[src/rtl/ipsw_pkg.sv]
// Shared types, constants and helper functions of the indexed PNG stream writer.
// Used by the front stage, the command queue, the byte sequencer and the word packer.
package ipsw_pkg;

  localparam int PALETTE_ENTRIES = 25;
  localparam int DIM_BITS = 12;
  localparam int CFG_W = 13;
  localparam int RAW_W = 25;
  localparam logic [15:0] MAX_BLOCK = 16'hFFFF;
  localparam logic [16:0] ADLER_MOD = 17'd65521;
  localparam logic [31:0] CRC_POLY = 32'hEDB88320;
  localparam int QDEPTH = 4;
  localparam int QPTR_W = 2;

  localparam logic [1:0] REG_WIDTH = 2'd0;
  localparam logic [1:0] REG_HEIGHT = 2'd1;

  typedef struct packed {
    logic       is_pixel;
    logic       bad;
    logic [7:0] pix;
  } cmd_t;

  typedef struct packed {
    logic       valid;
    logic [7:0] data;
    logic       last;
    logic       done;
    logic       err;
  } byte_t;

  function automatic logic [31:0] crc_byte(input logic [31:0] crc, input logic [7:0] b);
    logic [31:0] c;
    c = crc ^ {24'd0, b};
    for (int i = 0; i < 8; i++) begin
      c = (c >> 1) ^ (CRC_POLY & {32{c[0]}});
    end
    return c;
  endfunction

  function automatic logic [7:0] be_byte(input logic [31:0] v, input logic [1:0] k);
    logic [7:0] r;
    unique case (k)
      2'd0: r = v[31:24];
      2'd1: r = v[23:16];
      2'd2: r = v[15:8];
      default: r = v[7:0];
    endcase
    return r;
  endfunction

  // Entries below sixteen follow the base colours; the next eight repeat the dim half.
  function automatic logic [7:0] pal_byte(input logic [4:0] ent, input logic [1:0] comp);
    logic       on;
    logic [7:0] r;
    unique case (comp)
      2'd0: on = ent[1];
      2'd1: on = ent[2];
      default: on = ent[0];
    endcase
    if (ent >= 5'd24) begin
      r = 8'd0;
    end else if (!on) begin
      r = 8'd0;
    end else begin
      r = (ent[3] && !ent[4]) ? 8'hFF : 8'hC0;
    end
    return r;
  endfunction

endpackage

[src/rtl/indexed_png_stored_stream_writer_top.sv]
// Top level of the indexed PNG stream writer: front stage, command queue, byte
// sequencer and word packer. Depends on ipsw_pkg and the ipsw_* modules.
//
// A start transfer (tuser 0) produces the whole file head, 135 bytes in 34 words, at one byte
// per clock while the packer is ready; the sequencer takes each command from the queue and
// then produces its bytes: a pixel transfer one byte, a pixel at a row start a filter byte
// first, and a pixel that opens a stored block five block-header bytes more. The last pixel
// adds 20 bytes of trailer. A four-entry queue lets input transfers continue while the
// sequencer works. Output words carry the first byte in bits 31 to 24.
module indexed_png_stored_stream_writer_top (
  input  logic        clk,
  input  logic        rst,
  input  logic        s_tvalid,
  output logic        s_tready,
  input  logic [7:0]  s_tdata,   // pixel_value[7:0]
  input  logic [0:0]  s_tuser,   // mode[0]
  output logic        m_tvalid,
  input  logic        m_tready,
  output logic [39:0] m_tdata,   // out_word[31:0], byte_count[34:32], zero[39:35]
  output logic        m_tlast,
  output logic [1:0]  m_tuser,   // frame_done[0], error_flag[1]
  input  logic        cfg_we,
  input  logic [1:0]  cfg_index,
  input  logic [12:0] cfg_data
);
  import ipsw_pkg::*;

  logic  push, q_full, q_pop, q_empty, byte_ready;
  cmd_t  push_cmd, q_cmd;
  byte_t seq_byte;

  ipsw_front u_front (
    .clk(clk), .rst(rst), .s_tvalid(s_tvalid), .s_tready(s_tready),
    .s_tdata(s_tdata), .s_tuser(s_tuser), .push(push), .push_cmd(push_cmd),
    .q_full(q_full)
  );

  ipsw_queue u_queue (
    .clk(clk), .rst(rst), .push(push), .push_cmd(push_cmd), .full(q_full),
    .pop(q_pop), .pop_cmd(q_cmd), .empty(q_empty)
  );

  ipsw_back u_back (
    .clk(clk), .rst(rst), .cfg_we(cfg_we), .cfg_index(cfg_index), .cfg_data(cfg_data),
    .q_empty(q_empty), .q_cmd(q_cmd), .q_pop(q_pop), .out_byte(seq_byte),
    .byte_ready(byte_ready)
  );

  ipsw_pack u_pack (
    .clk(clk), .rst(rst), .in_byte(seq_byte), .byte_ready(byte_ready),
    .m_tvalid(m_tvalid), .m_tready(m_tready), .m_tdata(m_tdata), .m_tlast(m_tlast),
    .m_tuser(m_tuser)
  );

endmodule

[src/rtl/ipsw_front.sv]
// Front stage: registers one input transfer and classifies it into a command.
// Depends on ipsw_pkg.
module ipsw_front (
  input  logic           clk,
  input  logic           rst,
  input  logic           s_tvalid,
  output logic           s_tready,
  input  logic [7:0]     s_tdata,
  input  logic [0:0]     s_tuser,
  output logic           push,
  output ipsw_pkg::cmd_t push_cmd,
  input  logic           q_full
);
  import ipsw_pkg::*;

  logic fvalid;
  cmd_t fcmd;

  assign s_tready = !fvalid || !q_full;
  assign push = fvalid && !q_full;
  assign push_cmd = fcmd;

  always_ff @(posedge clk) begin
    if (rst) begin
      fvalid <= 1'b0;
    end else if (s_tvalid && s_tready) begin
      fvalid <= 1'b1;
    end else if (push) begin
      fvalid <= 1'b0;
    end
  end

  always_ff @(posedge clk) begin
    if (s_tvalid && s_tready) begin
      fcmd.is_pixel <= s_tuser[0];
      fcmd.pix <= s_tdata;
      fcmd.bad <= ({1'b0, s_tdata} >= 9'(PALETTE_ENTRIES));
    end
  end

endmodule

[src/rtl/ipsw_queue.sv]
// Short command queue between the front stage and the byte sequencer.
// Depends on ipsw_pkg.
module ipsw_queue (
  input  logic           clk,
  input  logic           rst,
  input  logic           push,
  input  ipsw_pkg::cmd_t push_cmd,
  output logic           full,
  input  logic           pop,
  output ipsw_pkg::cmd_t pop_cmd,
  output logic           empty
);
  import ipsw_pkg::*;

  cmd_t              mem [QDEPTH];
  logic [QPTR_W-1:0] wr_ptr;
  logic [QPTR_W-1:0] rd_ptr;
  logic [QPTR_W:0]   count;

  assign full = (count == (QPTR_W + 1)'(QDEPTH));
  assign empty = (count == '0);
  assign pop_cmd = mem[rd_ptr];

  always_ff @(posedge clk) begin
    if (rst) begin
      wr_ptr <= '0;
      rd_ptr <= '0;
      count <= '0;
    end else begin
      if (push) begin
        wr_ptr <= wr_ptr + 1'b1;
      end
      if (pop) begin
        rd_ptr <= rd_ptr + 1'b1;
      end
      if (push && !pop) begin
        count <= count + 1'b1;
      end else if (pop && !push) begin
        count <= count - 1'b1;
      end
    end
  end

  always_ff @(posedge clk) begin
    if (push) begin
      mem[wr_ptr] <= push_cmd;
    end
  end

`ifndef SYNTHESIS
  a_no_overflow: assert property (@(posedge clk) disable iff (rst) full |-> !push)
    else $error("queue written while full");
  a_no_underflow: assert property (@(posedge clk) disable iff (rst) empty |-> !pop)
    else $error("queue read while empty");
  a_count_step: assert property (@(posedge clk) disable iff (rst)
    (push && !pop) |=> (count == $past(count) + 1'b1))
    else $error("queue count did not follow a write");
`endif

endmodule

[src/rtl/ipsw_pack.sv]
// Word packer and output register: gathers sequencer bytes up to four to a word, closing a short word at an item's end.
// Depends on ipsw_pkg.
module ipsw_pack (
  input  logic            clk,
  input  logic            rst,
  input  ipsw_pkg::byte_t in_byte,
  output logic            byte_ready,
  output logic            m_tvalid,
  input  logic            m_tready,
  output logic [39:0]     m_tdata,
  output logic            m_tlast,
  output logic [1:0]      m_tuser
);
  import ipsw_pkg::*;

  logic [31:0] acc;
  logic [1:0]  cnt;
  logic [31:0] word;
  logic        flush;

  assign byte_ready = !m_tvalid || m_tready;
  assign flush = in_byte.valid && byte_ready && (cnt == 2'd3 || in_byte.last);

  always_comb begin
    unique case (cnt)
      2'd0: word = acc | {in_byte.data, 24'd0};
      2'd1: word = acc | {8'd0, in_byte.data, 16'd0};
      2'd2: word = acc | {16'd0, in_byte.data, 8'd0};
      default: word = acc | {24'd0, in_byte.data};
    endcase
  end

  always_ff @(posedge clk) begin
    if (rst) begin
      m_tvalid <= 1'b0;
      cnt <= '0;
      acc <= '0;
    end else begin
      if (flush) begin
        m_tvalid <= 1'b1;
      end else if (m_tready) begin
        m_tvalid <= 1'b0;
      end
      if (in_byte.valid && byte_ready) begin
        if (flush) begin
          acc <= '0;
          cnt <= '0;
        end else begin
          acc <= word;
          cnt <= cnt + 1'b1;
        end
      end
    end
  end

  always_ff @(posedge clk) begin
    if (flush) begin
      m_tdata <= {5'd0, {1'b0, cnt} + 3'd1, word};
      m_tlast <= in_byte.last;
      m_tuser <= {in_byte.err, in_byte.done};
    end
  end

`ifndef SYNTHESIS
  a_count_range: assert property (@(posedge clk) disable iff (rst)
    m_tvalid |-> (m_tdata[34:32] != 3'd0 && m_tdata[34:32] <= 3'd4))
    else $error("word byte count out of range");
  a_done_is_last: assert property (@(posedge clk) disable iff (rst)
    (m_tvalid && m_tuser[0]) |-> m_tlast)
    else $error("frame end on a word that does not close its item");
  a_short_is_last: assert property (@(posedge clk) disable iff (rst)
    (m_tvalid && m_tdata[34:32] != 3'd4) |-> m_tlast)
    else $error("partial word before the end of an item");
`endif

endmodule

[src/rtl/ipsw_back.sv]
// Byte sequencer: executes queued commands and produces the PNG byte stream with CRC,
// Adler-32 and stored-block framing. Holds the frame size registers. Depends on ipsw_pkg.
module ipsw_back (
  input  logic            clk,
  input  logic            rst,
  input  logic            cfg_we,
  input  logic [1:0]      cfg_index,
  input  logic [12:0]     cfg_data,
  input  logic            q_empty,
  input  ipsw_pkg::cmd_t  q_cmd,
  output logic            q_pop,
  output ipsw_pkg::byte_t out_byte,
  input  logic            byte_ready
);
  import ipsw_pkg::*;

  typedef enum logic [3:0] {
    ST_IDLE, ST_SIG, ST_LEN, ST_TYPE, ST_IHDR, ST_PLTE, ST_CRC,
    ST_ZHDR, ST_BLKH, ST_RAW, ST_ADLER, ST_STRAY
  } state_t;
  typedef enum logic [1:0] {CK_IHDR, CK_PLTE, CK_IDAT, CK_IEND} chunk_t;
  typedef enum logic [1:0] {PH_IDLE, PH_DATA, PH_DONE} phase_t;

  logic [CFG_W-1:0] image_width, image_height;
  logic [CFG_W-1:0] eff_w, eff_h;
  logic [RAW_W-1:0] raw_r;
  logic [9:0]       blocks;
  logic [RAW_W-1:0] raw_d;
  logic [31:0]      idat_len;

  state_t           state;
  chunk_t           kind;
  phase_t           phase;
  logic [6:0]       idx;
  logic [4:0]       ent;
  logic [1:0]       comp;
  logic [CFG_W-1:0] column_count;
  logic [15:0]      block_bytes_left;
  logic [RAW_W-1:0] raw_bytes_left;
  logic [31:0]      running_crc;
  logic [15:0]      adler_low, adler_high;
  logic             frame_error;
  logic             item_err;
  logic [7:0]       pix;
  logic             raw_idx;
  logic             blk_ret_raw;

  logic [31:0]      crc_in;
  logic [7:0]       b;
  logic             use_crc;
  logic             b_last;
  logic             b_done;
  logic             adv;
  logic [15:0]      blk;
  logic [16:0]      low_sum, high_sum;
  logic [15:0]      low_n;
  logic [31:0]      len_val;
  logic [7:0]       type_b;
  logic [16:0]      rsum;
  logic [8:0]       q0;

  function automatic logic [CFG_W-1:0] eff_dim(input logic [CFG_W-1:0] v);
    logic [CFG_W-1:0] r;
    if (v == '0) begin
      r = CFG_W'(1);
    end else if (v > CFG_W'(1 << DIM_BITS)) begin
      r = CFG_W'(1 << DIM_BITS);
    end else begin
      r = v;
    end
    return r;
  endfunction

  // Configuration and frame size arithmetic, settled long before the sequencer needs it.
  always_ff @(posedge clk) begin
    if (rst) begin
      image_width <= CFG_W'(256);
      image_height <= CFG_W'(192);
    end else if (cfg_we && phase != PH_DATA) begin
      if (cfg_index == REG_WIDTH) begin
        image_width <= cfg_data;
      end else if (cfg_index == REG_HEIGHT) begin
        image_height <= cfg_data;
      end
    end
  end

  assign q0 = raw_r[24:16];
  assign rsum = {1'b0, raw_r[15:0]} + {8'd0, q0};

  always_ff @(posedge clk) begin
    eff_w <= eff_dim(image_width);
    eff_h <= eff_dim(image_height);
    raw_r <= RAW_W'(eff_h * ({1'b0, eff_w} + 14'd1));
    raw_d <= raw_r;
    if (rsum >= {1'b0, MAX_BLOCK}) begin
      blocks <= {1'b0, q0} + 10'd1 + ((rsum - {1'b0, MAX_BLOCK}) != 17'd0 ? 10'd1 : 10'd0);
    end else begin
      blocks <= {1'b0, q0} + (rsum != 17'd0 ? 10'd1 : 10'd0);
    end
    idat_len <= 32'(raw_d) + 32'd6 + {20'd0, blocks, 2'b00} + {22'd0, blocks};
  end

  assign blk = (raw_bytes_left > {9'd0, MAX_BLOCK}) ? MAX_BLOCK : raw_bytes_left[15:0];
  assign crc_in = (state == ST_TYPE && idx == 7'd0) ? 32'hFFFFFFFF : running_crc;
  assign low_sum = {1'b0, adler_low} + {9'd0, b};
  assign low_n = (low_sum >= ADLER_MOD) ? 16'(low_sum - ADLER_MOD) : low_sum[15:0];
  assign high_sum = {1'b0, adler_high} + {1'b0, low_n};

  always_comb begin
    unique case (kind)
      CK_IHDR: len_val = 32'd13;
      CK_PLTE: len_val = 32'(PALETTE_ENTRIES * 3);
      CK_IDAT: len_val = idat_len;
      default: len_val = 32'd0;
    endcase
    unique case (kind)
      CK_IHDR: type_b = be_byte(32'h49484452, idx[1:0]);
      CK_PLTE: type_b = be_byte(32'h504C5445, idx[1:0]);
      CK_IDAT: type_b = be_byte(32'h49444154, idx[1:0]);
      default: type_b = be_byte(32'h49454E44, idx[1:0]);
    endcase
  end

  always_comb begin
    b = 8'd0;
    use_crc = 1'b1;
    b_last = 1'b0;
    b_done = 1'b0;
    unique case (state)
      ST_SIG: begin
        use_crc = 1'b0;
        b = idx[2] ? be_byte(32'h0D0A1A0A, idx[1:0]) : be_byte(32'h89504E47, idx[1:0]);
      end
      ST_LEN: begin
        use_crc = 1'b0;
        b = be_byte(len_val, idx[1:0]);
      end
      ST_TYPE: b = type_b;
      ST_IHDR: begin
        if (idx < 7'd4) begin
          b = be_byte({19'd0, eff_w}, idx[1:0]);
        end else if (idx < 7'd8) begin
          b = be_byte({19'd0, eff_h}, idx[1:0]);
        end else if (idx == 7'd8) begin
          b = 8'd8;
        end else if (idx == 7'd9) begin
          b = 8'd3;
        end
      end
      ST_PLTE: b = pal_byte(ent, comp);
      ST_CRC: begin
        use_crc = 1'b0;
        b = be_byte(~running_crc, idx[1:0]);
        b_last = (kind == CK_IEND && idx == 7'd3);
        b_done = b_last;
      end
      ST_ZHDR: b = (idx == 7'd0) ? 8'h78 : 8'h01;
      ST_BLKH: begin
        unique case (idx[2:0])
          3'd0: b = {7'd0, raw_bytes_left[24:16] == 9'd0};
          3'd1: b = blk[7:0];
          3'd2: b = blk[15:8];
          3'd3: b = ~blk[7:0];
          default: b = ~blk[15:8];
        endcase
        b_last = (idx == 7'd4) && !blk_ret_raw;
      end
      ST_RAW: begin
        b = raw_idx ? pix : 8'd0;
        b_last = raw_idx && (raw_bytes_left != RAW_W'(1));
      end
      ST_ADLER: b = be_byte({adler_high, adler_low}, idx[1:0]);
      ST_STRAY: begin
        use_crc = 1'b0;
        b = pix;
        b_last = 1'b1;
      end
      default: use_crc = 1'b0;
    endcase
  end

  assign adv = (state != ST_IDLE) && byte_ready;
  assign q_pop = (state == ST_IDLE) && !q_empty;

  assign out_byte.valid = (state != ST_IDLE);
  assign out_byte.data = b;
  assign out_byte.last = b_last;
  assign out_byte.done = b_done;
  assign out_byte.err = item_err;

  always_ff @(posedge clk) begin
    if (rst) begin
      state <= ST_IDLE;
      phase <= PH_IDLE;
      kind <= CK_IHDR;
      idx <= '0;
      ent <= '0;
      comp <= '0;
      column_count <= '0;
      block_bytes_left <= '0;
      raw_bytes_left <= '0;
      running_crc <= 32'hFFFFFFFF;
      adler_low <= 16'd1;
      adler_high <= 16'd0;
      frame_error <= 1'b0;
      item_err <= 1'b0;
      raw_idx <= 1'b0;
      blk_ret_raw <= 1'b0;
      pix <= '0;
    end else if (q_pop) begin
      pix <= q_cmd.pix;
      idx <= '0;
      if (!q_cmd.is_pixel) begin
        state <= ST_SIG;
        phase <= PH_DATA;
        kind <= CK_IHDR;
        column_count <= '0;
        block_bytes_left <= '0;
        frame_error <= 1'b0;
        item_err <= 1'b0;
        adler_low <= 16'd1;
        adler_high <= 16'd0;
      end else if (phase != PH_DATA) begin
        state <= ST_STRAY;
        item_err <= 1'b1;
      end else begin
        frame_error <= frame_error | q_cmd.bad;
        item_err <= frame_error | q_cmd.bad;
        raw_idx <= (column_count != '0);
        blk_ret_raw <= 1'b1;
        state <= (block_bytes_left == '0) ? ST_BLKH : ST_RAW;
      end
    end else if (adv) begin
      if (use_crc) begin
        running_crc <= crc_byte(crc_in, b);
      end
      idx <= idx + 1'b1;
      unique case (state)
        ST_SIG: begin
          if (idx == 7'd7) begin
            state <= ST_LEN;
            idx <= '0;
          end
        end
        ST_LEN: begin
          if (idx == 7'd3) begin
            state <= ST_TYPE;
            idx <= '0;
          end
        end
        ST_TYPE: begin
          if (idx == 7'd3) begin
            idx <= '0;
            ent <= '0;
            comp <= '0;
            unique case (kind)
              CK_IHDR: state <= ST_IHDR;
              CK_PLTE: state <= ST_PLTE;
              CK_IDAT: begin
                state <= ST_ZHDR;
                raw_bytes_left <= raw_r;
              end
              default: state <= ST_CRC;
            endcase
          end
        end
        ST_IHDR: begin
          if (idx == 7'd12) begin
            state <= ST_CRC;
            idx <= '0;
          end
        end
        ST_PLTE: begin
          if (comp == 2'd2) begin
            comp <= '0;
            ent <= ent + 1'b1;
            if (ent == 5'(PALETTE_ENTRIES - 1)) begin
              state <= ST_CRC;
              idx <= '0;
            end
          end else begin
            comp <= comp + 1'b1;
          end
        end
        ST_CRC: begin
          if (idx == 7'd3) begin
            idx <= '0;
            unique case (kind)
              CK_IHDR: begin
                kind <= CK_PLTE;
                state <= ST_LEN;
              end
              CK_PLTE: begin
                kind <= CK_IDAT;
                state <= ST_LEN;
              end
              CK_IDAT: begin
                kind <= CK_IEND;
                state <= ST_LEN;
              end
              default: begin
                phase <= PH_DONE;
                state <= ST_IDLE;
              end
            endcase
          end
        end
        ST_ZHDR: begin
          if (idx == 7'd1) begin
            state <= ST_BLKH;
            blk_ret_raw <= 1'b0;
            idx <= '0;
          end
        end
        ST_BLKH: begin
          if (idx == 7'd4) begin
            block_bytes_left <= blk;
            idx <= '0;
            state <= blk_ret_raw ? ST_RAW : ST_IDLE;
          end
        end
        ST_RAW: begin
          adler_low <= low_n;
          adler_high <= (high_sum >= ADLER_MOD) ? 16'(high_sum - ADLER_MOD) : high_sum[15:0];
          block_bytes_left <= block_bytes_left - 1'b1;
          raw_bytes_left <= raw_bytes_left - 1'b1;
          idx <= '0;
          if (!raw_idx) begin
            raw_idx <= 1'b1;
            if (block_bytes_left == 16'd1) begin
              state <= ST_BLKH;
              blk_ret_raw <= 1'b1;
            end
          end else begin
            if ({1'b0, column_count} + 14'd1 >= {1'b0, eff_w}) begin
              column_count <= '0;
            end else begin
              column_count <= column_count + 1'b1;
            end
            state <= (raw_bytes_left == RAW_W'(1)) ? ST_ADLER : ST_IDLE;
          end
        end
        ST_ADLER: begin
          if (idx == 7'd3) begin
            state <= ST_CRC;
            idx <= '0;
          end
        end
        ST_STRAY: state <= ST_IDLE;
        default: state <= ST_IDLE;
      endcase
    end
  end

`ifndef SYNTHESIS
  a_block_has_bytes: assert property (@(posedge clk) disable iff (rst)
    (state == ST_BLKH) |-> (raw_bytes_left != '0))
    else $error("stored block opened with no raw bytes left");
  a_raw_in_block: assert property (@(posedge clk) disable iff (rst)
    (state == ST_RAW) |-> (block_bytes_left != '0 && raw_bytes_left != '0))
    else $error("raw byte outside a stored block");
  a_pop_only_idle: assert property (@(posedge clk) disable iff (rst)
    q_pop |=> (state != ST_IDLE))
    else $error("command taken without work");
`endif

endmodule

[config.mk]
export PLATFORM = sky130hd
export DESIGN_NAME = indexed_png_stored_stream_writer_top
export DESIGN_NICKNAME = d
export VERILOG_FILES = /design/src/rtl/ipsw_pkg.sv /design/src/rtl/indexed_png_stored_stream_writer_top.sv /design/src/rtl/ipsw_front.sv /design/src/rtl/ipsw_queue.sv /design/src/rtl/ipsw_pack.sv /design/src/rtl/ipsw_back.sv
export SDC_FILE = /design/constraint.sdc
export NUM_CORES = 2
export LEC_CHECK = 0
export ABC_AREA = 1
export BUFFER_PORTS_ARGS = -buffer_cell sky130_fd_sc_hd__clkbuf_2
export CORE_UTILIZATION = 35
export CTS_CLUSTER_SIZE = 10
export DETAILED_ROUTE_END_ITERATION = 8
export GPL_TIMING_DRIVEN = 1
export SETUP_SLACK_MARGIN = 0.02
export SYNTH_ARGS = -nofsm -noshare
export SYNTH_HDL_FRONTEND = slang
export SYNTH_SLANG_ARGS = --single-unit
[constraint.sdc]
create_clock -name clk -period 18.3 [get_ports clk]
set_input_delay 0.915 -clock clk [delete_from_list [all_inputs] [get_ports clk]]
set_output_delay 0.915 -clock clk [all_outputs]
set_load 0.02 [all_outputs]
==> reports/qor.txt <==
Simple-gate area share of the yosys netlist -> 25.6%
CTS Buf Count -> 51
Met3 Track Usage GR -> 3.00%
Netlist Area Pre-Place -> 30600 µm²
Synthesis-to-layout area growth -> 9.61%
Delay-heaviest family, CP -> simple AND/OR/NAND/NOR gates
RSZ-0062 raised after global routing -> false
Slew HR -> 23.5%
Cts hold-fix bufs -> 0
Final Max Tran Viols -> 0
Layout Nets -> 4602
Resized cells post-CTS -> 0
Worst-skew pair later-pin latency -> 630 ps
Drc violations -> 0
Seq cells post-synth -> 424
Syn_area_per_cell -> 7.20 µm²
Worst vdd ir -> 0.0723 mV
Largest family of logic cells by synthesized area -> simple AND/OR/NAND/NOR gates
Data arrival, critical path -> 9440 ps
Net switching power figure -> 1.80 mW
Final setup vio count -> 0
Critical-path cell with the highest stage delay -> ha_1
Area leader, netlist -> dfxtp_1
Bufs and invs on worst path -> 5
Ranking of synthesized cells by area -> dfxtp_1 (22%), nand2_1 (12%), fa_1 (9.4%), edfxtp_1 (8.6%), inv_1 (7.3%)
Vias per cell -> 5.13
Most frequent cells in the layout -> nand2_1 (969), inv_1 (593), nor2_1 (417), dfxtp_1 (336), a21oi_1 (328)
Critical path class -> reg -> reg
Total GRT Usage -> 20.3%
Grt met1 use -> 27.0%
Largest net degree at the start of global routing -> 91
Yosys Warn Count -> 0
CP Capture Type -> flip-flop
Synth Area in XOR/XNOR -> 4.43%
HPWL after detailed placement -> 69600 µm
Drt wl/cell -> 16.9 µm
Core area -> 86600 µm²
Setup TNS -> 0 ps
Final wirelength -> 91900 µm
Antenna violations before repair -> 2
Final ANT Viol Nets -> 0
CTS H-tree depth -> 2
Mux contribution to synthesized area -> 0%
Peak Freq -> 111 MHz
Adder-Cell Fraction of Synth Area -> 16.5%
Die ar. -> 88600 µm²
Synth top area share -> 22.0%
First-pass GRT wire length -> 144000 µm
Postcts setup bufs -> 0
First-iteration detailed-routing DRC count -> 2013
Worst-path fanout max -> 27
Most Frequent Cell on Critical Path -> nand2_1
Layout Skew -> 61.6 ps
Top Usage Layer GRT -> met2
M2 GR Usage -> 33.9%
CP startpoint kind -> flip-flop
DIE WIDTH -> 298 µm
GRT overflow -> 0
Final hold viol count -> 0
Clk slew on worst S/H paths -> 60 ps
Worst endpoint required time -> 18710 ps
Crit path time final -> 9020 ps
Maxcap violations -> 0
Post-Syn Instances -> 4249
Combinational fraction of design power -> 43.5%
Pwr per Cell Area -> 118 nW/µm²
Power after layout -> 3.95 mW
CP max stage delay -> 690 ps
Period Utilization, post-route -> 49.3%
Total vias in the final route -> 27900
Starting Density -> 35.3%
CTS Sinks -> 424
CTS tree -> yes
Vias in the first global route -> 26400
Internal power -> 2.15 mW
Most common cell after layout, fill and taps aside -> nand2_1
Clk pwr share -> 24.3%
Share of post-route cells with drive strength above 1 -> 6.04%
Site row count -> 108
Net Sw Frac -> 45.6%
Number of buffers added on ports -> 68
Cell variety after synth -> 61
Post-synthesis compound-gate area fraction -> 13.3%
GP Congestion -> 0.972
DIE HEIGHT -> 298 µm
Root buf cell -> clkbuf_16
Seq pwr share -> 32.2%
DRT Pass-1 Iters -> 5
Tightest Hold Check Type -> reg -> reg
Worst-Margin Slew -> 1140 ps
Longest Clk Path Bufs -> 3
LEAKAGE -> 15.2 nW
Post-synthesis sequential area ratio -> 30.6%
Status -> finished clean
I/O pin count -> 74
==> final cells by class <==
type	instances	area, µm²
flip-flops and latches	424	9370
clock inverters	8	146
diodes	1	2.50
clock buffers	75	1410
fillers	9011	53100
inverters	613	2300
multi-input cells	3078	18400
well taps	1155	1450
repair buffers	89	504
==> cell usage after synthesis (all sizes together) <==
cell type and n:
ha 172, o211ai 34, a21o 5, inv 609, o221ai 8, nand3 238
nand3b 8, a211oi 11, or2 9, clkinv 4, a31oi 26, maj3 1
nor3 61, a41oi 1, o21ai 288, a22oi 4, edfxtp 88, clkbuf 104
a21boi 2, a21oi 328, a2111oi 1, o21a 3, fa 144, nand4 56
a311oi 2, conb 1, o21bai 5, a221oi 5, and2 2, buf 35
dfxtp 336, a31o 1, o311ai 2, xor2 128, nor4 16, nor2 430
o2111ai 3, nand2 1027, nor3b 5, o32ai 1, xnor2 25, o22ai 14
o31ai 6
==> registers in the layout, summed over array words and instances (netlist names), 4 cells and up, named ones only <==
signal and count:
u_back.block_bytes_left 16, u_back.idx 7, u_front.push_cmd 10, u_back.running_crc 32
u_back.adler_low 16, u_queue.mem 40, u_back.ent 5, u_back.state 4
u_back.pix 8, u_back.idat_len 27, u_back.column_count 13, u_back.blocks 10
u_back.adler_high 16, u_back.image_height 13, u_back.raw_r 25, u_back.raw_bytes_left 25
u_pack.acc 32, u_back.eff_w 13, u_back.eff_h 13, u_back.raw_d 25
u_back.image_width 13, u_pack.m_tdata 35
==> cell families after synthesis <==
group	count (synthesis)
AOI/OAI and AO/OA	750
xor gates and xnor gates	153
adders and majority gates	317
buffers and inverters	752
DFF	424
other	1
and+or+nand+nor	1852
==> per-layer routing <==
| metal | vias to the layer above | share of wire [%] | wire, µm |
|---|---|---|---|
| li1 | 13800 | - | - |
| met1 | 13100 | 44 | 40800 |
| met2 | 886 | 46 | 42400 |
| met3 | 164 | 6.5 | 5970 |
| met4 | 2 | 2.9 | 2650 |
| met5 | - | 0.0087 | 8 |
==> power by group through the flow <==
| stage | sequential [mW] | combinational, mW | clock (mW) |
|---|---|---|---|
| finish | 1.27 | 1.72 | 0.957 |
| global route | 1.28 | 1.92 | 1.02 |
| CTS | 1.27 | 1.70 | 0.980 |
| detailed placement | 1.29 | 1.69 | 0 |
| global placement | 1.29 | 1.68 | 0 |
| floorplan | 1.19 | 1.27 | 0 |
==> stage by stage <==
step | std cells | instance area [µm²] | worst slack, ps | hold slack, ps | util (%)
floorplan | 4254 | 30600 | 12110 | 351 | -
global placement | 5359 | 32000 | 9760 | 370 | 36.9
detailed placement | 5359 | 32000 | 9450 | 371 | 36.9
CTS | 5442 | 33500 | 9380 | 383 | 38.7
global route | 5442 | 33500 | 8350 | 390 | 38.7
finish | 5443 | 33500 | 9280 | 381 | 38.7
==> final timing paths <==
path / start / end / slack, ps / cells past startpoint
worst min-delay path: u_back.image_width[12]$_SDFFE_PP0P_ / u_back.eff_w[12]$_SDFF_PP0_ / 380 / 0
worst max register to register: u_back.idx[0]$_SDFFE_PP0P_ / u_back.adler_high[5]$_SDFFE_PP0P_ / 9280 / 48
worst min register to register: u_back.image_width[12]$_SDFFE_PP0P_ / u_back.eff_w[12]$_SDFF_PP0_ / 380 / 0
worst max-delay path: u_back.idx[0]$_SDFFE_PP0P_ / u_back.adler_high[5]$_SDFFE_PP0P_ / 9280 / 48
No activity file was read; power rests on OpenSTA's default activity.
